$ cat src/mhcs_pkg.sv
// Shared types and constants for the mail header comment splitter.
// No dependencies; compiled first.
`default_nettype none

package mhcs_pkg;

	localparam int unsigned MAX_NEST_DEF = 255;

	// Length saturation point, capped to the 16-bit length fields
	localparam longint unsigned MAX_LENGTH = 65535;
	localparam logic [15:0] LEN_LIMIT =
		(MAX_LENGTH < 64'd65535) ? 16'(MAX_LENGTH) : 16'hFFFF;

	typedef enum logic [1:0] {
		KIND_VALUE   = 2'd0,
		KIND_COMMENT = 2'd1,
		KIND_END     = 2'd2
	} kind_t;

	localparam logic [7:0] CH_NUL    = 8'h00;
	localparam logic [7:0] CH_SPACE  = 8'h20;
	localparam logic [7:0] CH_TAB    = 8'h09;
	localparam logic [7:0] CH_LF     = 8'h0A;
	localparam logic [7:0] CH_VT     = 8'h0B;
	localparam logic [7:0] CH_FF     = 8'h0C;
	localparam logic [7:0] CH_CR     = 8'h0D;
	localparam logic [7:0] CH_QUOTE  = 8'h22;
	localparam logic [7:0] CH_OPEN   = 8'h28;
	localparam logic [7:0] CH_CLOSE  = 8'h29;
	localparam logic [7:0] CH_BSLASH = 8'h5C;

	// Everything one input byte can produce: a value byte, a comment byte and
	// the end marker, always delivered in that order
	typedef struct packed {
		logic        v_emit;
		logic        c_emit;
		logic        mark;
		logic [7:0]  v_byte;
		logic [7:0]  c_byte;
		logic [15:0] v_len;
		logic [15:0] c_len;
	} bnd_t;

	function automatic logic is_white(input logic [7:0] c);
		return c inside {CH_SPACE, CH_TAB, CH_LF, CH_CR, CH_VT, CH_FF};
	endfunction

endpackage

`default_nettype wire

$ cat src/mhcs_if.sv
// Valid/ready channel interfaces for the byte input and the result output.
// Depends on mhcs_pkg.
`default_nettype none

interface mhcs_char_if;
	logic       valid;
	logic       ready;
	logic [7:0] data_byte;
	logic       end_of_field;

	modport source(output valid, data_byte, end_of_field, input ready);
	modport sink(input valid, data_byte, end_of_field, output ready);
endinterface

interface mhcs_res_if;
	logic                valid;
	logic                ready;
	mhcs_pkg::kind_t     kind;
	logic [7:0]          out_byte;
	logic [15:0]         value_length;
	logic [15:0]         comment_length;
	logic                last_of_run;

	modport source(output valid, kind, out_byte, value_length, comment_length,
		last_of_run, input ready);
	modport sink(input valid, kind, out_byte, value_length, comment_length,
		last_of_run, output ready);
endinterface

`default_nettype wire

$ cat src/mhcs_parser.sv
// Input register, field state and the per-byte routing logic.
// Depends on mhcs_pkg and mhcs_char_if.
`default_nettype none

module mhcs_parser #(
	parameter int unsigned MAX_NEST = mhcs_pkg::MAX_NEST_DEF
) (
	input  logic          clk,
	input  logic          arst_n,
	mhcs_char_if.sink     chars,
	input  logic          take,
	output logic          proc,
	output mhcs_pkg::bnd_t bnd
);
	import mhcs_pkg::*;

	localparam int DEPTH_W = $clog2(MAX_NEST + 1);
	localparam logic [DEPTH_W-1:0] DEPTH_MAX = DEPTH_W'(MAX_NEST);
	localparam logic [DEPTH_W-1:0] DEPTH_ONE = DEPTH_W'(1);

	logic               valid_s1;
	logic [7:0]         byte_s1;
	logic               last_s1;

	logic [DEPTH_W-1:0] depth_q, depth_d;
	logic               in_quote_q, in_quote_d;
	logic               esc_q, esc_d;
	logic               stopped_q, stopped_d;
	logic               lead_q, lead_d;
	logic               vtail_q, vtail_n;
	logic               ctail_q, ctail_n;
	logic [15:0]        vcnt_q, vcnt_n;
	logic [15:0]        ccnt_q, ccnt_n;

	logic               cur;
	logic               cnt_zero;
	logic               tail;
	logic               emit_cur;
	logic               v_emit, c_emit;
	logic [7:0]         v_byte, c_byte;

	assign chars.ready = !valid_s1 || take;
	assign proc        = valid_s1 && take;

	always_ff @(posedge clk or negedge arst_n) begin
		if (!arst_n) begin
			valid_s1 <= 1'b0;
		end else if (chars.ready) begin
			valid_s1 <= chars.valid;
		end
	end

	always_ff @(posedge clk) begin
		if (chars.valid && chars.ready) begin
			byte_s1 <= chars.data_byte;
			last_s1 <= chars.end_of_field;
		end
	end

	always_comb begin
		cur        = depth_q != '0;
		cnt_zero   = cur ? (ccnt_q == '0) : (vcnt_q == '0);
		tail       = cur ? ctail_q : vtail_q;
		depth_d    = depth_q;
		in_quote_d = in_quote_q;
		esc_d      = esc_q;
		stopped_d  = stopped_q;
		lead_d     = lead_q;
		emit_cur   = 1'b0;
		v_emit     = 1'b0;
		c_emit     = 1'b0;
		v_byte     = byte_s1;
		c_byte     = byte_s1;

		if (stopped_q) begin
			// rest of the field after a NUL is ignored
		end else if (!lead_q && is_white(byte_s1)) begin
			// leading whitespace skipped
		end else begin
			lead_d = 1'b1;
			if (byte_s1 == CH_NUL) begin
				stopped_d = 1'b1;
				esc_d     = 1'b0;
			end else if (esc_q) begin
				esc_d    = 1'b0;
				emit_cur = 1'b1;
			end else begin
				case (byte_s1)
					CH_BSLASH: begin
						if ((in_quote_q || cur) && !last_s1) esc_d = 1'b1;
					end
					CH_QUOTE: begin
						in_quote_d = !in_quote_q;
						emit_cur   = 1'b1;
					end
					CH_OPEN: begin
						if (!in_quote_q) begin
							if (!cur) begin
								// separator space on each non-empty stream not already ending in a space
								v_emit = (vcnt_q != '0) && !vtail_q;
								v_byte = CH_SPACE;
								c_emit = (ccnt_q != '0) && !ctail_q;
								c_byte = CH_SPACE;
							end else begin
								c_emit = 1'b1;
							end
							if (depth_q < DEPTH_MAX) depth_d = depth_q + DEPTH_ONE;
						end else begin
							emit_cur = 1'b1;
						end
					end
					CH_CLOSE: begin
						if (!in_quote_q && cur) begin
							depth_d = depth_q - DEPTH_ONE;
							c_emit  = depth_q != DEPTH_ONE;
						end else begin
							emit_cur = 1'b1;
						end
					end
					CH_SPACE, CH_TAB: begin
						if (in_quote_q || !(cnt_zero || tail)) emit_cur = 1'b1;
					end
					default: begin
						emit_cur = 1'b1;
					end
				endcase
			end
		end

		if (emit_cur) begin
			if (cur) c_emit = 1'b1;
			else v_emit = 1'b1;
		end

		vcnt_n  = (v_emit && vcnt_q < LEN_LIMIT) ? vcnt_q + 16'd1 : vcnt_q;
		ccnt_n  = (c_emit && ccnt_q < LEN_LIMIT) ? ccnt_q + 16'd1 : ccnt_q;
		vtail_n = v_emit ? (v_byte == CH_SPACE) : vtail_q;
		ctail_n = c_emit ? (c_byte == CH_SPACE) : ctail_q;
	end

	always_comb begin
		bnd.v_emit = v_emit;
		bnd.c_emit = c_emit;
		bnd.mark   = last_s1;
		bnd.v_byte = v_byte;
		bnd.c_byte = c_byte;
		bnd.v_len  = vcnt_n;
		bnd.c_len  = ccnt_n;
	end

	always_ff @(posedge clk or negedge arst_n) begin
		if (!arst_n) begin
			depth_q    <= '0;
			in_quote_q <= 1'b0;
			esc_q      <= 1'b0;
			stopped_q  <= 1'b0;
			lead_q     <= 1'b0;
			vtail_q    <= 1'b0;
			ctail_q    <= 1'b0;
			vcnt_q     <= '0;
			ccnt_q     <= '0;
		end else if (proc) begin
			if (last_s1) begin
				depth_q    <= '0;
				in_quote_q <= 1'b0;
				esc_q      <= 1'b0;
				stopped_q  <= 1'b0;
				lead_q     <= 1'b0;
				vtail_q    <= 1'b0;
				ctail_q    <= 1'b0;
				vcnt_q     <= '0;
				ccnt_q     <= '0;
			end else begin
				depth_q    <= depth_d;
				in_quote_q <= in_quote_d;
				esc_q      <= esc_d;
				stopped_q  <= stopped_d;
				lead_q     <= lead_d;
				vtail_q    <= vtail_n;
				ctail_q    <= ctail_n;
				vcnt_q     <= vcnt_n;
				ccnt_q     <= ccnt_n;
			end
		end
	end

	a_depth_bound: assert property (@(posedge clk) disable iff (!arst_n)
		depth_q <= DEPTH_MAX)
		else $error("nesting depth above its limit");

	a_field_clear: assert property (@(posedge clk) disable iff (!arst_n)
		proc && last_s1 |=> depth_q == '0 && vcnt_q == '0 && ccnt_q == '0
			&& !in_quote_q && !lead_q)
		else $error("state not cleared after end of field");

	a_s1_hold: assert property (@(posedge clk) disable iff (!arst_n)
		valid_s1 && !take |=> valid_s1 && $stable(byte_s1) && $stable(last_s1))
		else $error("stalled input register changed");

endmodule

`default_nettype wire

$ cat src/mhcs_serializer.sv
// Result register: holds the results of one byte and hands them out one
// transaction per cycle while the sink is ready. Depends on mhcs_pkg and mhcs_res_if.
`default_nettype none

module mhcs_serializer (
	input  logic           clk,
	input  logic           arst_n,
	input  logic           proc,
	input  mhcs_pkg::bnd_t bnd,
	output logic           take,
	mhcs_res_if.source     results
);
	import mhcs_pkg::*;

	// bit 0 value byte, bit 1 comment byte, bit 2 end marker
	logic [2:0]  pending_q;
	logic [2:0]  sel;
	logic [7:0]  v_byte_q, c_byte_q;
	logic [15:0] v_len_q, c_len_q;
	logic        xfer;

	assign sel  = pending_q & (~pending_q + 3'd1);
	assign xfer = results.valid && results.ready;
	assign take = (pending_q == '0) || ($onehot(pending_q) && results.ready);

	always_ff @(posedge clk or negedge arst_n) begin
		if (!arst_n) begin
			pending_q <= '0;
		end else if (proc) begin
			pending_q <= {bnd.mark, bnd.c_emit, bnd.v_emit};
		end else if (xfer) begin
			pending_q <= pending_q & ~sel;
		end
	end

	always_ff @(posedge clk) begin
		if (proc) begin
			v_byte_q <= bnd.v_byte;
			c_byte_q <= bnd.c_byte;
			v_len_q  <= bnd.v_len;
			c_len_q  <= bnd.c_len;
		end
	end

	always_comb begin
		results.valid          = pending_q != '0;
		results.last_of_run    = pending_q == sel;
		results.kind           = KIND_END;
		results.out_byte       = '0;
		results.value_length   = '0;
		results.comment_length = '0;
		if (sel[0]) begin
			results.kind     = KIND_VALUE;
			results.out_byte = v_byte_q;
		end else if (sel[1]) begin
			results.kind     = KIND_COMMENT;
			results.out_byte = c_byte_q;
		end else begin
			results.value_length   = v_len_q;
			results.comment_length = c_len_q;
		end
	end

	a_load_free: assert property (@(posedge clk) disable iff (!arst_n)
		proc |-> pending_q == '0 || ($onehot(pending_q) && results.ready))
		else $error("result register overwritten while results pending");

	a_stall_hold: assert property (@(posedge clk) disable iff (!arst_n)
		results.valid && !results.ready |=> pending_q == $past(pending_q))
		else $error("pending results changed under stall");

	a_run_end: assert property (@(posedge clk) disable iff (!arst_n)
		xfer && results.last_of_run |=>
			results.valid == $past(proc && (bnd.v_emit || bnd.c_emit || bnd.mark)))
		else $error("results left over after last of run");

endmodule

`default_nettype wire

$ cat src/mail_header_comment_splitter.sv
// An accepted byte passes the input register and parser logic into the
// result register, which offers its results. Throughput: one byte per
// cycle while each byte yields at most one result and the port is ready;
// otherwise the result register is held until each result is taken.
// Reset (arst_n low) clears the field state and both pipeline stages.
// Top level; depends on mhcs_pkg, mhcs_if, mhcs_parser, mhcs_serializer.
`default_nettype none

module mail_header_comment_splitter #(
	parameter int unsigned MAX_NEST = mhcs_pkg::MAX_NEST_DEF
) (
	input  logic       clk,
	input  logic       arst_n,
	mhcs_char_if.sink  chars,
	mhcs_res_if.source results
);
	import mhcs_pkg::*;

	logic take;
	logic proc;
	bnd_t bnd;

	mhcs_parser #(
		.MAX_NEST(MAX_NEST)
	) u_parser (
		.clk   (clk),
		.arst_n(arst_n),
		.chars (chars),
		.take  (take),
		.proc  (proc),
		.bnd   (bnd)
	);

	mhcs_serializer u_serializer (
		.clk    (clk),
		.arst_n (arst_n),
		.proc   (proc),
		.bnd    (bnd),
		.take   (take),
		.results(results)
	);

endmodule

`default_nettype wire
$ cat src/flat_wrapper.sv
// flat-port wrapper written by rule: the top's interface ports become plain ports
module mail_header_comment_splitter_flat import mhcs_pkg::*;
#(
	parameter int unsigned MAX_NEST = mhcs_pkg::MAX_NEST_DEF
)
  (clk, arst_n, chars_valid, chars_data_byte, chars_end_of_field, chars_ready, results_valid, results_kind, results_out_byte, results_value_length, results_comment_length, results_last_of_run, results_ready);
  mhcs_char_if chars_i ();
  mhcs_res_if results_i ();
  input  logic clk;
  input  logic arst_n;
  input wire logic [$bits(chars_i.valid)-1:0] chars_valid;
  input wire logic [$bits(chars_i.data_byte)-1:0] chars_data_byte;
  input wire logic [$bits(chars_i.end_of_field)-1:0] chars_end_of_field;
  output wire logic [$bits(chars_i.ready)-1:0] chars_ready;
  output wire logic [$bits(results_i.valid)-1:0] results_valid;
  output wire logic [$bits(results_i.kind)-1:0] results_kind;
  output wire logic [$bits(results_i.out_byte)-1:0] results_out_byte;
  output wire logic [$bits(results_i.value_length)-1:0] results_value_length;
  output wire logic [$bits(results_i.comment_length)-1:0] results_comment_length;
  output wire logic [$bits(results_i.last_of_run)-1:0] results_last_of_run;
  input wire logic [$bits(results_i.ready)-1:0] results_ready;
  assign chars_i.valid = chars_valid;
  assign chars_i.data_byte = chars_data_byte;
  assign chars_i.end_of_field = chars_end_of_field;
  assign chars_ready = chars_i.ready;
  assign results_valid = results_i.valid;
  assign results_kind = results_i.kind;
  assign results_out_byte = results_i.out_byte;
  assign results_value_length = results_i.value_length;
  assign results_comment_length = results_i.comment_length;
  assign results_last_of_run = results_i.last_of_run;
  assign results_i.ready = results_ready;
  mail_header_comment_splitter #(.MAX_NEST(MAX_NEST)) u_core (.clk(clk), .arst_n(arst_n), .chars(chars_i), .results(results_i));
endmodule
$ cat config.mk
export PLATFORM = sky130hd
export DESIGN_NAME = mail_header_comment_splitter_flat
export DESIGN_NICKNAME = d
export VERILOG_FILES = /design/src/mhcs_pkg.sv /design/src/mhcs_if.sv /design/src/mhcs_parser.sv /design/src/mhcs_serializer.sv /design/src/mail_header_comment_splitter.sv /design/src/flat_wrapper.sv
export SDC_FILE = /design/constraint.sdc
export NUM_CORES = 1
export LEC_CHECK = 0
export BUFFER_PORTS_ARGS = -buffer_cell sky130_fd_sc_hd__buf_2
export CAP_MARGIN = 20
export CORE_MARGIN = 2
export CORE_UTILIZATION = 40
export CTS_BUF_LIST = sky130_fd_sc_hd__clkbuf_8
export CTS_CLUSTER_SIZE = 8
export DETAILED_ROUTE_END_ITERATION = 12
export PLACE_DENSITY_LB_ADDON = 0.15
export SYNTH_ARGS = -nofsm -noshare
export SYNTH_HDL_FRONTEND = slang
export SYNTH_SLANG_ARGS = --single-unit
$ cat constraint.sdc
create_clock -name clk -period 3.4 [get_ports clk]
set_clock_uncertainty 0.05 [all_clocks]
set_input_delay 0.17 -clock clk [delete_from_list [all_inputs] [get_ports clk]]
set_output_delay 0.17 -clock clk [all_outputs]
set_load 0.005 [all_outputs]
# Word level (Yosys, flattened, before mapping)

Cells that the tools add are included.

Add/sub/neg operators: 7
$lt $le $gt $ge: 3
Equal/unequal tests: 21
Mux-type cells: 83
Bitwise logic cells: 4
Reduce and logical (&&, ||, !) cells: 43

Operator list:

| kind                  | count |
|---|---|
| $mux 8                | 17 |
| $mux 16               | 8 |
| $mux 1                | 51 |
| $eq 8x4->1 const B    | 5 |
| $eq 8x6->1 const B    | 5 |
| $add 16x1->16 const B | 2 |
| $logic_not 16->1      | 2 |
| $lt 16x16->1 const B  | 2 |
| $reduce_bool 16->1    | 2 |
| $pmux 8 s2            | 1 |
| $logic_and 1x1->1     | 11 |
| $ne 3x3->1 const B    | 3 |
| $reduce_and 9->1      | 1 |
| $add 8x1->8 const B   | 1 |
| $eq 8x7->1 const B    | 1 |
| $logic_not 8->1       | 1 |
| $lt 8x8->1 const B    | 1 |
| $ne 2x2->1 const B    | 4 |
| $ne 8x1->1 const B    | 1 |
| $reduce_bool 2->1     | 4 |
| $reduce_bool 8->1     | 1 |
| $sub 8x1->8 const B   | 1 |
| $logic_not 1->1       | 7 |
| $and 3x3->3           | 2 |
| other kinds (18)      | 27 |

Register bits: 99
Bits of input ports: 13
Output and inout port bits: 45
Logic and storage cells: 177

# Logic depth before layout (Yosys ltp)

Gate-level depths: netlist of the first run.

Depth after elaboration: 15
Gate-level depth with buffers: 11
Mapped depth without buffers: 10

# Modules after synthesis

A second synthesis of the first run with hierarchy kept.

Cell total of the unflattened synthesis: 614
Area total of the unflattened synthesis: 6366.1 um^2

By module, submodules not included:

| module          | instances | cells an instance | area each (um^2) | seq. area each (um^2) |
|---|---|---|---|---|
| mhcs_parser     | 1         | 501               | 4403.0           | 1446.4 |
| mhcs_serializer | 1         | 113               | 1963.1           | 1516.5 |

# Least setup slack after synthesis of the first run

No wires, ideal clock.

Kind: flip-flop to flip-flop
From: reg u_core.u_serializer.pending_q[0]
To: reg u_core.u_serializer.c_byte_q[0] (enable)
Library setup time: 0.420 ns
Arrival: 2.823 ns
Required time: 2.930 ns
Slack: 0.107 ns
Cell stages (with the launch flop): 8
Clock period less this slack: 3.293 ns
Cell sequence: dfrtp_1 > fa_1 > nand3_1 > nand2_1 > nand2_1 > inv_1 > clkbuf_1 > clkbuf_1

Cells in the longest elaborated chain, start to end: 6

Ends and longest elaborated chain:

| element                           | line                               | RTL |
|---|---|---|
| from (decl)                       | mhcs_serializer.sv:16              | `logic [2:0] pending_q;` |
| from (signal assigned)            | mhcs_serializer.sv:30              | `pending_q <= {bnd.mark, bnd.c_emit, bnd.v_emit};` |
| from (signal assigned)            | mhcs_serializer.sv:32              | `pending_q <= pending_q & ~sel;` |
| $add 1x1->2 (not written as such) | mhcs_serializer.sv:24              | `assign take = (pending_q == '0) \|\| ($onehot(pending_q) && results.ready);` |
| $add 2x1->2 (not written as such) | mhcs_serializer.sv:24              |  |
| $eq 2x1->1                        | mhcs_serializer.sv:24              |  |
| $logic_and 1x1->1                 | mhcs_serializer.sv:24              |  |
| $logic_or 1x1->1 *                | mhcs_serializer.sv:24              |  |
| $logic_and 1x1->1 *               | mhcs_parser.sv:43                  | `assign proc = valid_s1 && take;` |
| via u_core.proc                   | mail_header_comment_splitter.sv:20 | `logic proc;` |
| to (signal assigned)              | mhcs_serializer.sv:39              | `c_byte_q <= bnd.c_byte;` |
| to (decl)                         | mhcs_serializer.sv:18              | `logic [7:0] v_byte_q, c_byte_q;` |

The timed path passes the listed nets; every way through them passes the cells marked *.
A chain may end at the register's enable or synchronous reset.

# Worst setup path after layout of the first run

From: reg u_core.u_parser.byte_s1[2]
To: reg u_core.u_parser.ccnt_q[0]

Cells in the longest elaborated chain, start to end: 11

Ends and longest elaborated chain:

| element                                       | line                                  | RTL |
|---|---|---|
| from (decl)                                   | mhcs_parser.sv:22                     | `logic [7:0] byte_s1;` |
| from (signal assigned)                        | mhcs_parser.sv:55                     | `byte_s1 <= chars.data_byte;` |
| $eq 8x6->1, or another cell as far along      | mhcs_pkg.sv:45, mhcs_parser.sv:88     |  |
| $reduce_or 2->1 or $pmux 1 s2 (tied branches) | mhcs_parser.sv:88                     | `case (byte_s1)` |
| $pmux 1 s4 or $mux 1 (tied branches)          | mhcs_parser.sv:88, mhcs_parser.sv:84  |  |
| $mux 1, on equally long branches              | mhcs_parser.sv:84, mhcs_parser.sv:81  |  |
| $mux 1, on equally long branches              | mhcs_parser.sv:81, mhcs_parser.sv:77  |  |
| $mux 1, on equally long branches              | mhcs_parser.sv:77, mhcs_parser.sv:75  |  |
| $mux 1, on equally long branches              | mhcs_parser.sv:75, mhcs_parser.sv:131 |  |
| $mux 1 *                                      | mhcs_parser.sv:130                    | `if (emit_cur) begin` |
| $logic_and 1x1->1 *                           | mhcs_parser.sv:136                    | `ccnt_n = (c_emit && ccnt_q < LEN_LIMIT) ? ccnt_q + 16'd1 : ccnt_q;` |
| $mux 16 *                                     | mhcs_parser.sv:136                    |  |
| $mux 16 *                                     | mhcs_parser.sv:163                    | `if (last_s1) begin` |
| to (signal assigned)                          | mhcs_parser.sv:182                    | `ccnt_q <= ccnt_n;` |
| to (decl)                                     | mhcs_parser.sv:33                     | `logic [15:0] ccnt_q, ccnt_n;` |

Mark *: on every way between the ends. The rest lies on a longest branch, timed or not.

==> results of run 1 <==
area by class of cell:
type,instances,share of cell area (%)
Tap cell,184,3.47
Timing Repair Buffer,86,8.41
Multi-Input combinational cell,424,42.6
Clock inverter,6,0.773
Inverter,29,1.64
Clock buffer,10,2.07
Sequential cell,99,41.0
worst max-delay path by stage:
stage	from	end	slack (ns)
finish	u_core.u_parser.byte_s1[2]	u_core.u_parser.ccnt_q[0]	0.43
global route	u_core.u_parser.depth_q[4]	u_core.u_parser.ccnt_q[3]	0.10
CTS	u_core.u_parser.byte_s1[2]	u_core.u_parser.ccnt_q[0]	0.42
detailed placement	u_core.u_parser.byte_s1[2]	u_core.u_parser.ccnt_q[0]	0.44
global placement	u_core.u_parser.byte_s1[2]	u_core.u_parser.ccnt_q[0]	0.52
floorplan	u_core.u_serializer.pending_q[0]	u_core.u_serializer.c_byte_q[0]	0.11
kinds of logic after synthesis:
logic type	count (synthesis)	synth area share, %
xor+xnor	30	4.49
compound gates	103	13.4
fa+ha+maj	8	1.84
buf+inv	74	5.16
simple gates	274	26.9
flops	99	46.6
mux	9	1.60
stage by stage:
step	hold WS, ns	setup WS [ns]	util (%)
6_report	0.229	0.431	46.0
3_5_place_dp	0.298	0.440	43.7
4_1_cts	0.415	0.423	45.9
3_3_place_gp	0.296	0.518	43.7
5_1_grt	0.252	0.102	46.0
2_1_floorplan	-0.176	0.107	-
sequential cells by signal, summed over array words and instances, names as in the netlist, 3 cells and up:
| register | flops |
|---|---|
| u_core.u_serializer.v_len_q | 16 |
| u_core.u_serializer.c_len_q | 16 |
| u_core.u_parser.vcnt_q | 16 |
| u_core.u_parser.byte_s1 | 8 |
| u_core.u_parser.ccnt_q | 16 |
| u_core.u_parser.depth_q | 8 |
| u_core.u_serializer.pending_q | 3 |
| u_core.u_serializer.c_byte_q | 8 |
worst max-delay path, delay by kind of cell, from the launching register on:
family | cells | cell delay [ns]
AOI/OAI and AO/OA | 4 | 1.09
buffers and inverters | 1 | 0.25
DFF | 1 | 0.50
muxes | 1 | 0.18
and+or+nand+nor | 2 | 0.75
cells in the final DEF, fill, tap and decap left out, drive strengths merged, types with 5 or more instances in the layout:
cell	synthesis	final
buf	7	74
dfrtp	50	50
edfxtp	49	49
nand2	43	43
and2	37	37
nor3	32	32
inv	29	32
xnor2	29	29
nor2	28	28
and3	23	23
nand3	19	19
o21ai	18	18
nor2b	16	16
or3	16	16
nand4	15	15
nor4	15	15
a21oi	14	14
dlygate4sd3	0	12
clkbuf	38	10
o311ai	9	9
a41oi	8	8
a221o	7	7
ha	7	7
mux2i	6	6
a211oi	6	6
o221ai	6	6
and4	5	5
a31oi	5	5
a211o	5	5
per-layer routing:
metal  vias to the layer above  global-route usage, %
met5                         -                      0
met3                        23                   3.91
li1                       2301                      -
met2                       123                   27.9
met4                         0                   6.80
met1                      2282                   24.8
cells in the mapped netlist (3+ instances only):
| library cell | n | area [sq um] |
|---|---|---|
| clkbuf_1 | 38 | 143 |
| inv_1 | 29 | 109 |
| nor4_1 | 12 | 75.1 |
| a211o_1 | 5 | 43.8 |
| a311o_1 | 3 | 30.0 |
| nor3_1 | 32 | 160 |
| o311ai_0 | 7 | 61.3 |
| nor4b_1 | 4 | 35.0 |
| a221o_1 | 7 | 70.1 |
| nand4_1 | 15 | 93.8 |
| nand4b_1 | 3 | 26.3 |
| a211oi_1 | 6 | 45.0 |
| or3_1 | 15 | 93.8 |
| o21ai_0 | 16 | 80.1 |
| o221ai_1 | 6 | 52.6 |
| mux2i_1 | 6 | 60.1 |
| nand3_1 | 18 | 90.1 |
| dfrtp_1 | 50 | 1250 |
| a31oi_1 | 5 | 31.3 |
| edfxtp_1 | 49 | 1470 |
| nand2_1 | 43 | 161 |
| buf_2 | 4 | 20.0 |
| a41oi_1 | 7 | 61.3 |
| nor2_1 | 27 | 101 |
| ha_1 | 7 | 87.6 |
| a21oi_1 | 13 | 65.1 |
| nand2b_1 | 4 | 25.0 |
| nor2b_1 | 16 | 100 |
| and2_1 | 36 | 225 |
| o22ai_1 | 3 | 18.8 |
| nand3b_1 | 4 | 30.0 |
| xnor2_1 | 29 | 254 |
| a21o_1 | 3 | 22.5 |
| and4_1 | 5 | 43.8 |
| mux2_2 | 3 | 33.8 |
| and3_1 | 23 | 144 |
report_power, final:
part,leakage [uW],internal [uW],switching [uW]
sequential,0.00109,1910,401
clock,0.000110,351,411
combinational,0.00140,1020,1490
==> key figures, run 1 <==
Global routing
  • Grt ovf: 0
  • Vias in the first global route: 4522
  • GRT Total Usage: 18.0%
  • Antenna violations before repair: 0
  • First-pass GRT wire length: 23000 um
  • Largest net degree at the start of global routing: 50

Cells and area
  • # fillers: 1391
  • Final Non-Filler Cells: 838
  • Nets@finish: 670
  • Register Area: 2720 sq um
  • # diodes: 0
  • Layout cell share with drive strength beyond 1: 16.7%
  • Area of the multi-input gates: 2830 sq um
  • Area delta synth->final: 13.5%
  • Final instance area: 6630 sq um

CTS
  • CTS tree: done
  • CTS Buf Count: 9
  • Clock transition at path regs: 0.11 ns
  • Max clock buf depth: 2
  • Post-CTS Hold Fix Bufs: 12
  • Post_cts resized: 0
  • # Post-CTS Setup Buffers: 0
  • Clock Latency Late Sink: 0.38 ns
  • CTS H-Tree Depth: 3
  • CTS root buffer: clkbuf_8
  • Clock Sinks: 99

Placement
  • GPL Wtd Cong: 0.841
  • Dpl cells: 809
  • Port Buf Inserts: 57
  • Detailed Place HPWL: 9290 um
  • Area post-placement: 6300 sq um

Outcome
  • Outcome: finished clean

Die
  • Rows: 44
  • I/O pin cnt: 58
  • Die Area: 15600 sq um
  • Core Area: 14400 sq um
  • Die height: 125 um
  • Die X: 125 um
  • Initial core utilization: 40.5%

STA
  • RSZ-0062 raised after global routing: false
  • Max transition margin: 52.6%
  • Fmax: 337 MHz
  • Worst Tran Pin Value: 0.704 ns
  • Min Tclk post-route: 2.97 ns
  • Slew Limit Fails: 0
  • Setup Viol. Count Final: 0
  • Final hold vios: 0
  • Final period utilization: 87.3%
  • TNS Setup: 0 ns

Detailed routing
  • # DRC: 0
  • Routed wl met3: 609 um
  • Total number of vias: 4729
  • Wirelength per Cell: 16.4 um
  • Pre-antenna DRT Iters: 7
  • Detailed Route WL: 13800 um
  • Top Layer Used: met4
  • WL met1: 6490 um
  • Initial drt markers: 339
  • Detail Route Antenna Nets: 0
  • Metal2 WL: 6410 um
  • Routed vias/inst: 5.64

Pwr
  • Maximum vdd drop: 899 uV
  • Tot Pwr: 5590 uW
  • Leak Pwr: 0.00261 uW
  • PwrDens: 842 nW/um^2

Logic synthesis
  • Number of synthesized flops with an enable pin: 49
  • Syn_nets: 618
  • Cell count after synthesis: 597
  • Netlist cell types: 69
  • Post-synth ARST share: 50.5%
  • #FFs+latches synth: 99
  • Ys Warns: 0
  • Avg Cell Area, Syn: 9.79 sq um
  • Sequential area share after synthesis: 46.6%
  • Top FF cell, synth: dfrtp_1
  • Cell area after synthesis: 5850 sq um

Setup path
  • CP max stage cell: or4_4
  • R2R Path Start: u_core.u_parser.byte_s1[2]
  • FF-to-FF setup slack: 0.43 ns
  • FF-to-FF path depth: 8
  • R2R Path End: u_core.u_parser.ccnt_q[0]
  • WP data required: 3.57 ns
  • Cells along the critical path: or4_4 > nor2_1 > o21ai_0 > o21a_1 > o21ai_1 > buf_4 > mux2i_1 > o22ai_1
  • CP Launch Type: flop
  • Worst Path Arrival: 3.14 ns
  • WS Path Type: reg -> reg
  • Slowest stage delay, CP: 0.60 ns
  • Crit end category: flop
  • Worst Path Max Fanout: 8

Run
  • Max-Cap Viols: 0

Min path
  • Hold WC Path Type: in -> async
Note: power is estimated with default switching activity, not from simulation.
==> run 2, diff against run 1 <==
--- a/config.mk
+++ b/config.mk
@@ -12,7 +12,8 @@
 export CTS_BUF_LIST = sky130_fd_sc_hd__clkbuf_8
 export CTS_CLUSTER_SIZE = 8
 export DETAILED_ROUTE_END_ITERATION = 12
-export PLACE_DENSITY_LB_ADDON = 0.15
+export MAX_ROUTING_LAYER = met4
+export PLACE_DENSITY_LB_ADDON = 0.3
 export SYNTH_ARGS = -nofsm -noshare
 export SYNTH_HDL_FRONTEND = slang
 export SYNTH_SLANG_ARGS = --single-unit
==> key figures, run 2 (same netlist as run 1, synthesis figures left out) <==
Outcome
  • Outcome: finished clean

CTS
  • # Post-CTS Setup Buffers: 0
  • Clock Latency Late Sink: 0.39 ns
  • Clock Sinks: 99
  • Clock transition at path regs: 0.10 ns
  • CTS Buf Count: 9
  • Max clock buf depth: 2
  • Post_cts resized: 0
  • CTS tree: done
  • CTS root buffer: clkbuf_8
  • Post-CTS Hold Fix Bufs: 12
  • CTS H-Tree Depth: 3

Die
  • Die Area: 15600 sq um
  • Initial core utilization: 40.5%
  • Rows: 44
  • Die height: 125 um
  • Die X: 125 um
  • I/O pin cnt: 58
  • Core Area: 14400 sq um

STA
  • Setup Viol. Count Final: 0
  • Worst Tran Pin Value: 0.802 ns
  • Final period utilization: 90.6%
  • Slew Limit Fails: 0
  • RSZ-0062 raised after global routing: false
  • TNS Setup: 0 ns
  • Fmax: 325 MHz
  • Final hold vios: 0
  • Min Tclk post-route: 3.08 ns
  • Max transition margin: 46.5%

Setup path
  • WS Path Type: reg -> reg
  • Worst Path Arrival: 3.30 ns
  • CP Launch Type: flop
  • WP data required: 3.62 ns
  • Worst Path Max Fanout: 7
  • FF-to-FF setup slack: 0.32 ns
  • Crit end category: flop

Global routing
  • First-pass GRT wire length: 22700 um
  • Vias in the first global route: 4611
  • Antenna violations before repair: 0
  • GRT Total Usage: 18.3%
  • Largest net degree at the start of global routing: 49
  • Grt ovf: 0

Cells and area
  • Most frequent cells in the layout: buf_2 (57), dfrtp_1 (50), edfxtp_1 (49)
  • Layout cell share with drive strength beyond 1: 16.5%
  • Commonest non-fill, non-tap cell in the layout: buf_2
  • # diodes: 0
  • Final instance area: 6600 sq um
  • Nets@finish: 670
  • Area delta synth->final: 12.9%

Placement
  • GPL Wtd Cong: 0.887
  • Port Buf Inserts: 57
  • Detailed Place HPWL: 9400 um
  • Area post-placement: 6300 sq um

Pwr
  • PwrDens: 842 nW/um^2
  • Maximum vdd drop: 770 uV
  • Leak Pwr: 0.00258 uW

Run
  • Max-Cap Viols: 0

Detailed routing
  • Pre-antenna DRT Iters: 5
  • Routed vias/inst: 5.70
  • Detail Route Antenna Nets: 0
  • Initial drt markers: 298
  • # DRC: 0
  • Detailed Route WL: 13600 um
  • Wirelength per Cell: 16.2 um
  • Total number of vias: 4777

Min path
  • Hold WC Path Type: in -> async
## run 2: final cells by class
class / instances / area (sq um)
fill: 1355 / 7820
inverter: 29 / 109
sequential: 99 / 2720
timing repair buffer: 86 / 533
multi-input combinational: 424 / 2830
clock buffer: 9 / 124
clock inverter: 7 / 60.1
tap: 184 / 230
## run 2: critical path: stages (launching register included)
cell and delay, ns:
dfrtp_1 0.44, nor4_1 0.55, nand3_1 0.34, a32oi_1 0.31, o21ai_2 0.13, o21ai_1 0.53, buf_4 0.25, nor2_1 0.06
o311ai_0 0.30
## run 2: final timing paths
check	cells after the start	from	to
hold / removal	2	arst_n	u_core.u_serializer.pending_q[0]
min in group clk	2	chars_data_byte[7]	u_core.u_parser.byte_s1[7]
hold reg to reg	1	u_core.u_serializer.pending_q[2]	u_core.u_serializer.pending_q[2]
setup / recovery	8	u_core.u_parser.depth_q[4]	u_core.u_parser.ccnt_q[8]
max in group asynchronous	3	arst_n	u_core.u_parser.ccnt_q[6]
setup reg to reg	8	u_core.u_parser.depth_q[4]	u_core.u_parser.ccnt_q[8]
## run 2: per-stage QoR
stage	setup WS, ns	utilization [%]	hold WS, ns	power, uW	cells
2_1_floorplan	0.107	-	-0.176	3980	597
3_3_place_gp	0.548	43.7	0.153	4770	810
3_5_place_dp	0.427	43.7	0.159	4860	810
4_1_cts	0.400	45.8	0.276	5630	838
5_1_grt	0.103	45.8	0.298	6010	838
6_report	0.320	45.8	0.263	5560	838
## run 2: power breakdown
part	internal, uW	switching, uW	leakage [uW]
combinational	1020	1490	0.00139
sequential	1910	409	0.00109
clock	330	407	0.0000892
## run 2: metal layers
metal  wire length [um]  share of wire (%)  global-route usage [%]  up-vias
met5                  0                  0                       -        -
met4                236                1.7                    5.88        0
met3                554                4.1                    3.99       19
met2               6530                 48                    28.9      112
met1               6280                 46                    23.7     2340
li1                   -                  -                       -     2306
==> run 3, diff against run 2 <==
==> constraint.sdc (replaced) <==
create_clock -name clk -period 3.4 [get_ports clk]
set_clock_uncertainty 0.05 [all_clocks]
set_input_delay 0.34 -clock clk [delete_from_list [all_inputs] [get_ports clk]]
set_output_delay 0.34 -clock clk [all_outputs]
set_load 0.005 [all_outputs]
==> key figures, run 3 (same netlist as run 1, synthesis figures left out) <==
STA
  • Slew Limit Fails: 0
  • Setup Viol. Count Final: 0
  • Final period utilization: 89.8%
  • Worst Tran Pin Value: 0.789 ns
  • Max transition margin: 47.4%
  • RSZ-0062 raised after global routing: false
  • Min Tclk post-route: 3.05 ns
  • Min Hold Slack: 0.0800 ns
  • Fmax: 328 MHz
  • TNS Setup: 0 ns
  • Final hold vios: 0
  • Final setup margin: 0.347 ns

Cells and area
  • Layout cell share with drive strength beyond 1: 16.8%
  • Nets@finish: 659
  • Commonest non-fill, non-tap cell in the layout: buf_2
  • Area of the multi-input gates: 2830 sq um
  • Register Area: 2720 sq um
  • Final Non-Filler Cells: 827
  • Area delta synth->final: 11.1%
  • Most frequent cells in the layout: buf_2 (57), dfrtp_1 (50), edfxtp_1 (49)
  • # diodes: 0
  • # fillers: 1360

Min path
  • Hold path cells: 1
  • Hold Path Origin: chars_data_byte[7]
  • Hold WC Path Type: in -> reg

Detailed routing
  • Detail Route Antenna Nets: 0
  • Initial drt markers: 305
  • Detailed Route WL: 13500 um
  • Total number of vias: 4733
  • # DRC: 0
  • Pre-antenna DRT Iters: 5
  • Wirelength per Cell: 16.4 um
  • Routed vias/inst: 5.72

Placement
  • Port Buf Inserts: 57
  • GPL Wtd Cong: 0.887
  • Dpl cells: 810
  • Setup WS pre-CTS: 0.427 ns
  • Detailed Place HPWL: 9400 um

Run
  • Max-Cap Viols: 0

CTS
  • CTS tree: done
  • CTS Buf Count: 9
  • CTS H-Tree Depth: 3
  • Clock transition at path regs: 0.10 ns
  • Clock Latency Late Sink: 0.39 ns
  • CTS root buffer: clkbuf_8
  • Max clock buf depth: 2
  • Clock Sinks: 99

Die
  • Die height: 125 um
  • Die Area: 15600 sq um
  • Die X: 125 um
  • Core Area: 14400 sq um
  • I/O pin cnt: 58
  • Initial core utilization: 40.5%
  • Rows: 44

Outcome
  • Outcome: finished clean

Setup path
  • WP data required: 3.62 ns
  • WP buf/inv: 1
  • Worst Path Max Fanout: 7
  • WS Path Type: reg -> reg
  • CP max stage cell: nor4_1
  • Worst Path Arrival: 3.27 ns
  • Crit path from: u_core.u_parser.depth_q[4]
  • CP delay by family, top: compound AO/OA/AOI/OAI gates
  • CP Launch Type: flop
  • FF-to-FF path depth: 8
  • Cells along the critical path: nor4_1 > nand3_1 > a32oi_1 > o21ai_2 > o21ai_1 > buf_4 > nor2_1 > o311ai_0
  • Crit end category: flop
  • Slowest stage delay, CP: 0.53 ns
  • R2R Path Start: u_core.u_parser.depth_q[4]
  • CP Depth: 8

Global routing
  • Vias in the first global route: 4572
  • Largest net degree at the start of global routing: 49
  • Grt ovf: 0
  • Antenna violations before repair: 0
  • First-pass GRT wire length: 22600 um
  • GRT Total Usage: 18.2%

Pwr
  • Leak Pwr: 0.00253 uW
  • Maximum vdd drop: 773 uV
  • PwrDens: 855 nW/um^2
## run 3: worst paths after layout
kind | endpoint | slack, ns
worst max-delay path | u_core.u_parser.ccnt_q[8] | 0.35
worst min-delay path | u_core.u_parser.byte_s1[7] | 0.08
worst max register to register | u_core.u_parser.ccnt_q[8] | 0.35
worst min register to register | u_core.u_serializer.pending_q[2] | 0.48
max in group asynchronous | u_core.u_parser.ccnt_q[6] | 2.03
min in group asynchronous | u_core.u_serializer.pending_q[0] | 0.43
## run 3: what timing repair did
item	4_1_cts	5_1_grt
endpoints found under the setup margin	0	0
setup buffers	0	0
endpoints found under the hold margin	22	0
resized for setup	0	0
hold buffers	1	0
## run 3: power by group
group	switching [uW]	internal (uW)
combinational	1490	1010
sequential	407	1910
clock	409	330
total	2300	3250
## run 3: layout make-up
class	count	share of cell area, %
well taps	184	3.55
clock buffers	9	1.91
multi-input cells	424	43.5
inverters	29	1.68
clock inverters	7	0.925
repair buffers	75	6.51
flip-flops and latches	99	41.9
## run 3: per-stage QoR
step / area [sq um] / total power [uW] / util [%]
finish: 6490 / 5550 / 45.0
global route: 6490 / 6000 / 45.0
CTS: 6490 / 5620 / 45.0
detailed placement: 6300 / 4860 / 43.7
global placement: 6300 / 4770 / 43.7
floorplan: 5850 / 3980 / -
## run 3: layer usage
metal  vias to the layer above  track usage, %  routed length, um
met5                         -               -                  0
met4                         0            5.88                244
met3                        19            3.99                640
met2                       121            28.6               6430
met1                      2313            23.7               6230
li1                       2280               -                  -
## run 3: worst register-to-register path: cells and delay by family, from the launching register on
family                 cells  cell delay, ns
and+or+nand+nor            3            0.93
AOI/OAI and AO/OA          4            1.27
buffers and inverters      1            0.25
DFF                        1            0.44
